`src/sv/dvh_pkg.sv`:
```
// Shared constants and types of the data verification hash block.
package dvh_pkg;

    localparam int unsigned ROUND_COUNT = 8;
    localparam int unsigned RND_W = (ROUND_COUNT > 1) ? $clog2(ROUND_COUNT) : 1;
    localparam logic [RND_W-1:0] RND_LAST = RND_W'(ROUND_COUNT - 1);

    localparam logic [31:0] MUL_P = 32'd32633;
    localparam logic [31:0] ADD_Q = 32'd65419;
    localparam logic [31:0] ADD_R = 32'd65469;
    localparam logic [31:0] ADD_S = 32'd32717;
    localparam logic [31:0] MUL_T = 32'd65497;
    localparam logic [31:0] MUL_V = 32'd131009;

    typedef logic [3:0][31:0] word_arr_t;

    typedef struct packed {
        logic      first_block;
        word_arr_t words;
    } blk_t;

    typedef struct packed {
        logic valid;
        blk_t blk;
    } qhead_t;

endpackage

```
`src/sv/dvh_front.sv`:
```
// Input side of the hash block: accepts blocks into a two-entry queue.
module dvh_front import dvh_pkg::*; (
    input  logic         aclk,
    input  logic         aresetn,
    input  logic         s_tvalid,
    output logic         s_tready,
    input  logic [127:0] s_tdata,   // word_a, word_b, word_c, word_d
    input  logic         s_tuser,   // first_block
    input  logic         pop,
    output qhead_t       head
);

    blk_t       mem_reg [2];
    logic       wr_ptr_reg, wr_ptr_next;
    logic       rd_ptr_reg, rd_ptr_next;
    logic [1:0] cnt_reg, cnt_next;
    logic       push;

    assign s_tready = (cnt_reg != 2'd2);
    assign push     = s_tvalid && s_tready;

    always_comb begin
        wr_ptr_next = push ? ~wr_ptr_reg : wr_ptr_reg;
        rd_ptr_next = pop ? ~rd_ptr_reg : rd_ptr_reg;
        cnt_next    = cnt_reg + 2'(push) - 2'(pop);
    end

    always_ff @(posedge aclk) begin
        if (!aresetn) begin
            wr_ptr_reg <= 1'b0;
            rd_ptr_reg <= 1'b0;
            cnt_reg    <= 2'd0;
        end else begin
            wr_ptr_reg <= wr_ptr_next;
            rd_ptr_reg <= rd_ptr_next;
            cnt_reg    <= cnt_next;
        end
    end

    always_ff @(posedge aclk) begin
        if (push) begin
            mem_reg[wr_ptr_reg] <= '{first_block: s_tuser, words: s_tdata};
        end
    end

    assign head.valid = (cnt_reg != 2'd0);
    assign head.blk   = mem_reg[rd_ptr_reg];

endmodule

```
`src/sv/dvh_back.sv`:
```
// Back end of the hash block: iterative mixing rounds, running sums and output register.
module dvh_back import dvh_pkg::*; (
    input  logic         aclk,
    input  logic         aresetn,
    input  qhead_t       head,
    output logic         pop,
    output logic         m_tvalid,
    input  logic         m_tready,
    output logic [127:0] m_tdata    // sum_a, sum_b, sum_c, sum_d
);

    typedef enum logic [4:0] {
        ST_IDLE = 5'b00001,
        ST_PQRS = 5'b00010,
        ST_T    = 5'b00100,
        ST_V    = 5'b01000,
        ST_ACC  = 5'b10000
    } state_t;

    state_t           state_reg, state_next;
    logic [RND_W-1:0] rnd_reg, rnd_next;
    word_arr_t        w_reg, w_next;
    logic             first_reg, first_next;
    logic [31:0]      p_reg, q_reg, r_reg, s_reg, t_reg;
    logic [31:0]      p_next, q_next, r_next, s_next, t_next;
    word_arr_t        sums_reg, sums_next;
    word_arr_t        out_reg, out_next;
    logic             m_valid_reg, m_valid_next;

    logic [31:0] p_mul, t_mul, qs_sum, v_mul, x_sum;
    logic        out_free;

    assign p_mul    = 32'(w_reg[0] * MUL_P);
    assign t_mul    = 32'((p_reg ^ r_reg) * MUL_T);
    assign qs_sum   = (q_reg ^ s_reg) + t_reg;
    assign v_mul    = 32'(qs_sum * MUL_V);
    assign x_sum    = t_reg + v_mul;
    assign out_free = !m_valid_reg || m_tready;
    assign pop      = (state_reg == ST_IDLE) && head.valid;

    always_comb begin
        state_next   = state_reg;
        rnd_next     = rnd_reg;
        w_next       = w_reg;
        first_next   = first_reg;
        p_next       = p_reg;
        q_next       = q_reg;
        r_next       = r_reg;
        s_next       = s_reg;
        t_next       = t_reg;
        sums_next    = sums_reg;
        out_next     = out_reg;
        m_valid_next = m_valid_reg && !m_tready;
        unique case (state_reg)
            ST_IDLE: begin
                if (head.valid) begin
                    w_next     = head.blk.words;
                    first_next = head.blk.first_block;
                    rnd_next   = '0;
                    state_next = ST_PQRS;
                end
            end
            ST_PQRS: begin
                p_next     = p_mul;
                q_next     = ADD_Q + w_reg[1];
                r_next     = ADD_R + w_reg[2];
                s_next     = ADD_S + w_reg[3];
                state_next = ST_T;
            end
            ST_T: begin
                t_next     = t_mul;
                state_next = ST_V;
            end
            ST_V: begin
                w_next[0] = p_reg ^ v_mul;
                w_next[1] = q_reg ^ x_sum;
                w_next[2] = r_reg ^ v_mul;
                w_next[3] = s_reg ^ x_sum;
                if (rnd_reg == RND_LAST) begin
                    state_next = ST_ACC;
                end else begin
                    rnd_next   = rnd_reg + 1'b1;
                    state_next = ST_PQRS;
                end
            end
            ST_ACC: begin
                if (out_free) begin
                    for (int i = 0; i < 4; i++) begin
                        sums_next[i] = (first_reg ? 32'd0 : sums_reg[i]) + w_reg[i];
                    end
                    out_next     = sums_next;
                    m_valid_next = 1'b1;
                    state_next   = ST_IDLE;
                end
            end
            default: begin
                state_next = ST_IDLE;
            end
        endcase
    end

    always_ff @(posedge aclk) begin
        if (!aresetn) begin
            state_reg   <= ST_IDLE;
            rnd_reg     <= '0;
            sums_reg    <= '0;
            m_valid_reg <= 1'b0;
        end else begin
            state_reg   <= state_next;
            rnd_reg     <= rnd_next;
            sums_reg    <= sums_next;
            m_valid_reg <= m_valid_next;
        end
    end

    always_ff @(posedge aclk) begin
        w_reg     <= w_next;
        first_reg <= first_next;
        p_reg     <= p_next;
        q_reg     <= q_next;
        r_reg     <= r_next;
        s_reg     <= s_next;
        t_reg     <= t_next;
        out_reg   <= out_next;
    end

    assign m_tvalid = m_valid_reg;
    assign m_tdata  = out_reg;

endmodule

```
`src/sv/data_verification_hash.sv`:
```
// Top level of the data verification hash block.
//
//   Channel  Direction  tdata (lowest bit up)              tuser
//   s_       in         word_a, word_b, word_c, word_d     first_block
//   m_       out        sum_a, sum_b, sum_c, sum_d         -
//
// Each block passes through the back end in order: it is loaded from the queue, runs
// ROUND_COUNT rounds of the PQRS, T and V states for the round's three dependent
// multiplications in the shared round unit, and is added into the running sums in ACC.
// Reset clears the queue, the running sums and the output valid flag.
// The two-entry queue takes transfers until full, while the back end is busy or stalled.
module data_verification_hash import dvh_pkg::*; (
    input  logic         aclk,
    input  logic         aresetn,
    input  logic         s_tvalid,
    output logic         s_tready,
    input  logic [127:0] s_tdata,   // word_a, word_b, word_c, word_d
    input  logic         s_tuser,   // first_block
    output logic         m_tvalid,
    input  logic         m_tready,
    output logic [127:0] m_tdata    // sum_a, sum_b, sum_c, sum_d
);

    qhead_t head;
    logic   pop;

    dvh_front u_front (
        .aclk     (aclk),
        .aresetn  (aresetn),
        .s_tvalid (s_tvalid),
        .s_tready (s_tready),
        .s_tdata  (s_tdata),
        .s_tuser  (s_tuser),
        .pop      (pop),
        .head     (head)
    );

    dvh_back u_back (
        .aclk     (aclk),
        .aresetn  (aresetn),
        .head     (head),
        .pop      (pop),
        .m_tvalid (m_tvalid),
        .m_tready (m_tready),
        .m_tdata  (m_tdata)
    );

endmodule

```
`config.mk`:
```
export PLATFORM = sky130hd
export DESIGN_NAME = data_verification_hash
export DESIGN_NICKNAME = d
export VERILOG_FILES = /design/src/sv/dvh_pkg.sv /design/src/sv/dvh_front.sv /design/src/sv/dvh_back.sv /design/src/sv/data_verification_hash.sv
export SDC_FILE = /design/constraint.sdc
export NUM_CORES = 2
export LEC_CHECK = 0
export BUFFER_PORTS_ARGS = -buffer_cell sky130_fd_sc_hd__buf_2
export CORE_AREA = 5 5 382 290
export CTS_CLUSTER_DIAMETER = 200
export CTS_CLUSTER_SIZE = 16
export DETAILED_ROUTE_END_ITERATION = 8
export DIE_AREA = 0 0 387 295
export MAX_ROUTING_LAYER = met4
export PLACE_DENSITY = 0.81
export SETUP_SLACK_MARGIN = 0.3
export SYNTH_ARGS = -nofsm -noshare
export SYNTH_HDL_FRONTEND = slang
export SYNTH_SLANG_ARGS = --single-unit
```
`constraint.sdc`:
```
create_clock -name aclk -period 10.8 [get_ports aclk]
set_clock_uncertainty 0.15 [all_clocks]
set_input_delay 1.62 -clock aclk [delete_from_list [all_inputs] [get_ports aclk]]
set_output_delay 1.62 -clock aclk [all_outputs]
set_load 0.02 [all_outputs]
```
# Word-level counts from Yosys, hierarchy flattened
# Memories as Yosys holds them, arrays and structs flattened. A register that Yosys moved wholly into a read port is not among the register bits.
# Index checks and enable logic that the tools add are counted.
# word_totals
ff_bits	558
rom_bits	0
n_memories	1
output_inout_bits	130
latch_bits	0
mem_bits_rw	258
# mem_list
name	words	word_bits	rd	rd_ports_with_merged_regs	wr	line_no	rtl
u_front.mem_reg	2	129	1	1	1	dvh_front.sv:13	blk_t mem_reg [2];
# op_classes
muxes	19
n_mul	3
add_sub_neg	12
n_bitwise	8
shift	0
n_reduce_logical	13
n_lt_le_gt_ge	0
div_mod_pow	0
eq_ne	10
# ops
op	n
$pmux W128 S2	1
$add A32 B32 Y32	6
$xor A32 B32 Y32	6
$mux W128	1
$mux W32	4
$add A16 B32 Y32 const A	2
$add A15 B32 Y32 const A	1
$mul A32 B15 Y32 const B	1
$mul A32 B16 Y32 const B	1
$mul A32 B17 Y32 const B	1
$pmux W5 S5	1
$mux W5	3
$reduce_and A2 Y1	4
$mux W1	6
$mux W3	2
$pmux W3 S2	1
$eq A5 B1 Y1 const B	1
$eq A5 B2 Y1 const B	1
$eq A5 B3 Y1 const B	1
$eq A5 B4 Y1 const B	1
$eq A5 B5 Y1 const B	1
$ne A2 B1 Y1 const B	2
$ne A2 B2 Y1 const B	2
$reduce_bool A2 Y1	2
other kinds (9)	13

# Logic depth before layout (Yosys ltp)
# depth
depth_word	6
depth_mapped	43
depth_no_buf	43

# Cells and area by module
# A second synthesis with hierarchy kept.
# unflattened
cells_unflattened	5543
hier_area_um2	61266.3
# modules_own_cells
mod	n_inst	area_per_inst_um2	cells_per_inst
dvh_back	1	51650.8	5114
dvh_front	1	9615.5	429

# Worst setup path before layout
# Ideal clock, no wire load.
# synth_path
kind	register to register
startpoint	register u_back.state_reg[1]
endpoint	register u_back.rnd_reg[1]
path_stages_with_launch	7
setup_ps	128
path_slack_ps	-439
period_less_slack_ps	11239
t_required_ps	10522
arrival_time_ps	10961
path_buffers	0
path_cell_list	dfxtp_1 -> nor3_1 -> nand3b_1 -> o21ai_0 -> nand2_1 -> a22oi_1 -> nor2_1
# synth_between
elab_chain_len	3
word_cells_on_any_way	7
# synth_lines
element	line_no	rtl
from (decl)	dvh_back.sv:20	state_t state_reg, state_next;
from (signal assigned)	dvh_back.sv:109	state_reg <= state_next;
$eq A5 B1 Y1 / $eq A5 B4 Y1 (equally long branches)	dvh_back.sv:54	unique case (state_reg)
$ne A2 B1 Y1 (no source line) (tied with other cells)	-	
$reduce_and A3 Y1 (no source line)	-	
to (signal assigned)	dvh_back.sv:110	rnd_reg <= rnd_next;
to (decl)	dvh_back.sv:21	logic [RND_W-1:0] rnd_reg, rnd_next;
# Several ways; a longest one is shown, not always the timed one.
# A chain may end at the register's enable or synchronous reset.

==> results_dict.tcl <==
set metrics [dict create \
    synth_compound_area_frac 0.0938 \
    hold_path.class "reg -> reg" \
    tightest_slew_ps 1200 \
    grt_overflow 0 \
    synth_top_family_by_area "adder cells" \
    root_buffer "clkbuf_16" \
    die_area_sq_mm 0.114 \
    ctsLongestPathBuffers 3 \
    grt_use_total 0.301 \
    vias 41615 \
    final_nets 6842 \
    worst_slack_ps 732 \
    fp-row-count 104 \
    yosysWarnings 0 \
    ys_async_sr_fraction 0 \
    synth-edff-count 675 \
    drc 0 \
    min-delay-start "u_back.sums_reg[67]" \
    netlist_area_sq_mm 0.0604 \
    hold_viol_final 0 \
    synth_commonest_cells "inv_1, edfxtp_1, ha_1" \
    rsz0062_at_grt "no" \
    place_ws_ps 385 \
    endpoint_kind "flip-flop" \
    fmax_mhz 99.3 \
    synthXorXnorAreaFrac 0.0909 \
    insertion_delay_ps 680 \
    synthFlopType "edfxtp_1" \
    cts_buffers 57 \
    die_y_um 295 \
    viasPerCell 5.80 \
    io_pins 263 \
    grt_pass1_wl_mm 255 \
    dp_cells 7054 \
    drive_above_1_share 0.0806 \
    cts.clk_slew.worst_paths_ps 80 \
    relSlewSlack 0.193 \
    crit_fanout 7 \
    core_area_sq_mm 0.107 \
    routedWlPerCell_um 23.5 \
    h-tree-depth 2 \
    required_ps 11010 \
    dr.pass1.iters 6 \
    portBuffers 262 \
    syn_nets 6581 \
    wirelength_mm 168 \
    gp_congestion 1.02 \
    die-width_um 387 \
    synth.area.top_cells "edfxtp_1, fa_1, ha_1" \
    slew_violations 0 \
    slowest_stage "fa_1" \
    first_global_vias 42106 \
    cp-startpoint "u_back.s_reg[0]" \
    startpoint_type "flip-flop" \
    multi_input_area_sq_mm 0.0344 \
    cts_tree "built" \
    slowest_delay_ps 550 \
    setup_viol 0 \
    regArea_sq_mm 0.0231 \
    clock_sink_count 817 \
    crit_arrival_ps 10270 \
    nFillCells 8477 \
    largest_reg_flops 258 \
    drv_cap 0 \
    status "finished clean" \
    tns_ps 0 \
    critPathKind "reg -> reg" \
    synth_seq_area_share 0.383 \
    final_cells 7173 \
    grt_max_degree 167 \
    r2r-start "u_back.s_reg[0]" \
    synth_simple_gate_area_frac 0.0911 \
    drtAntennaViolNets 0 \
    yosysTopAreaCellShare 0.336 \
    yosysTopAreaCell "edfxtp_1" \
    start_util 0.567 \
    syn_inst 5432 \
    muxShareOfSynthArea 0.0185 \
    areaGrowthSynthToFinish_pct 8.36 \
    synth_adder_area_share 0.272 \
    synth_most_common_cell "inv_1" \
    ys_seq_elements 817 \
    dp_hpwl_mm 134 \
    placed_area_sq_mm 0.0635 \
    synthDistinctLibCells 88 \
    stdcell_area_sq_mm 0.0655 \
    antenna_found_initial 3 \
    finalCriticalPeriod_ps 10070 \
    avgSynthCellArea_sq_um 11.1 \
    min_period_over_period 0.932 \
    drt_iter0_markers 3700 \
]
==> critical path: cells and delay by family, from the launching register on <==
family / cells / cell delay, ps
xor gates and xnor gates: 6 / 1400
adders and majority gates: 10 / 3920
AOI/OAI and AO/OA: 11 / 1940
and+or+nand+nor: 9 / 1440
DFF: 1 / 420
buffers and inverters: 5 / 460
==> cells in the final DEF, fill, tap and decap left out, types with 44 or more instances in the layout <==
master	netlist	final
inv_1	709	707
o21a_1	44	44
nor3_1	76	76
xor2_1	263	260
clkbuf_16	0	57
buf_2	4	262
a211oi_1	51	51
o21ai_0	210	206
a21o_1	87	87
dfxtp_1	142	141
buf_4	0	48
mux2i_1	107	107
xnor2_1	338	327
nor2_1	209	206
edfxtp_1	675	675
nor2b_1	183	183
clkbuf_1	93	46
fa_1	495	494
ha_1	521	521
nand3_1	62	62
nand2_1	422	422
a21oi_1	318	316
==> cell families (layout without fill, tap and decap cells) <==
family	after synthesis	in the layout
fa+ha+maj	1016	1016
mux	111	111
buf+inv	823	1132
other cells	0	1
xor+xnor	611	611
compound gates	903	903
simple gates	1151	1151
flops	817	817
==> through the flow <==
stage	util	hold slack [ps]
detailed placement	0.596	292
finish	0.614	300
CTS	0.612	302
global placement	0.596	287
global route	0.614	315
floorplan	-	282
==> area by class of cell <==
type / instances / area share
sequential: 817 / 0.353
clock buffer: 103 / 0.0244
inverter: 711 / 0.0410
multi-input combinational: 3792 / 0.526
clock inverter: 4 / 0.00141
antenna: 1 / 0.0000382
timing repair buffer: 314 / 0.0268
tap: 1431 / 0.0274
==> metal layers <==
| metal | track usage | vias to the layer above | wire length (um) |
|---|---|---|---|
| li1 | - | 18978 | - |
| met1 | 0.421 | 20687 | 72900 |
| met2 | 0.452 | 1721 | 74000 |
| met3 | 0.0724 | 229 | 17000 |
| met4 | 0.0678 | 0 | 4450 |
| met5 | - | - | 0 |
==> timing repair <==
action                                  CTS  global route
gates resized for setup                   0            32
endpoints found under the setup margin    0            20
setup buffers                             0            11
hold buffers                              0             0
==> final timing paths <==
kind	endpoint	slack (ps)	depth (start not counted)
max	u_back.w_reg[63]	730	41
min	u_back.sums_reg[67]	300	2
max reg2reg	u_back.w_reg[63]	730	41
min reg2reg	u_back.sums_reg[67]	300	2
Power is left out: the tool's default activity adds up to more than one toggle a clock period on the data nets, which glitch-free logic cannot reach.
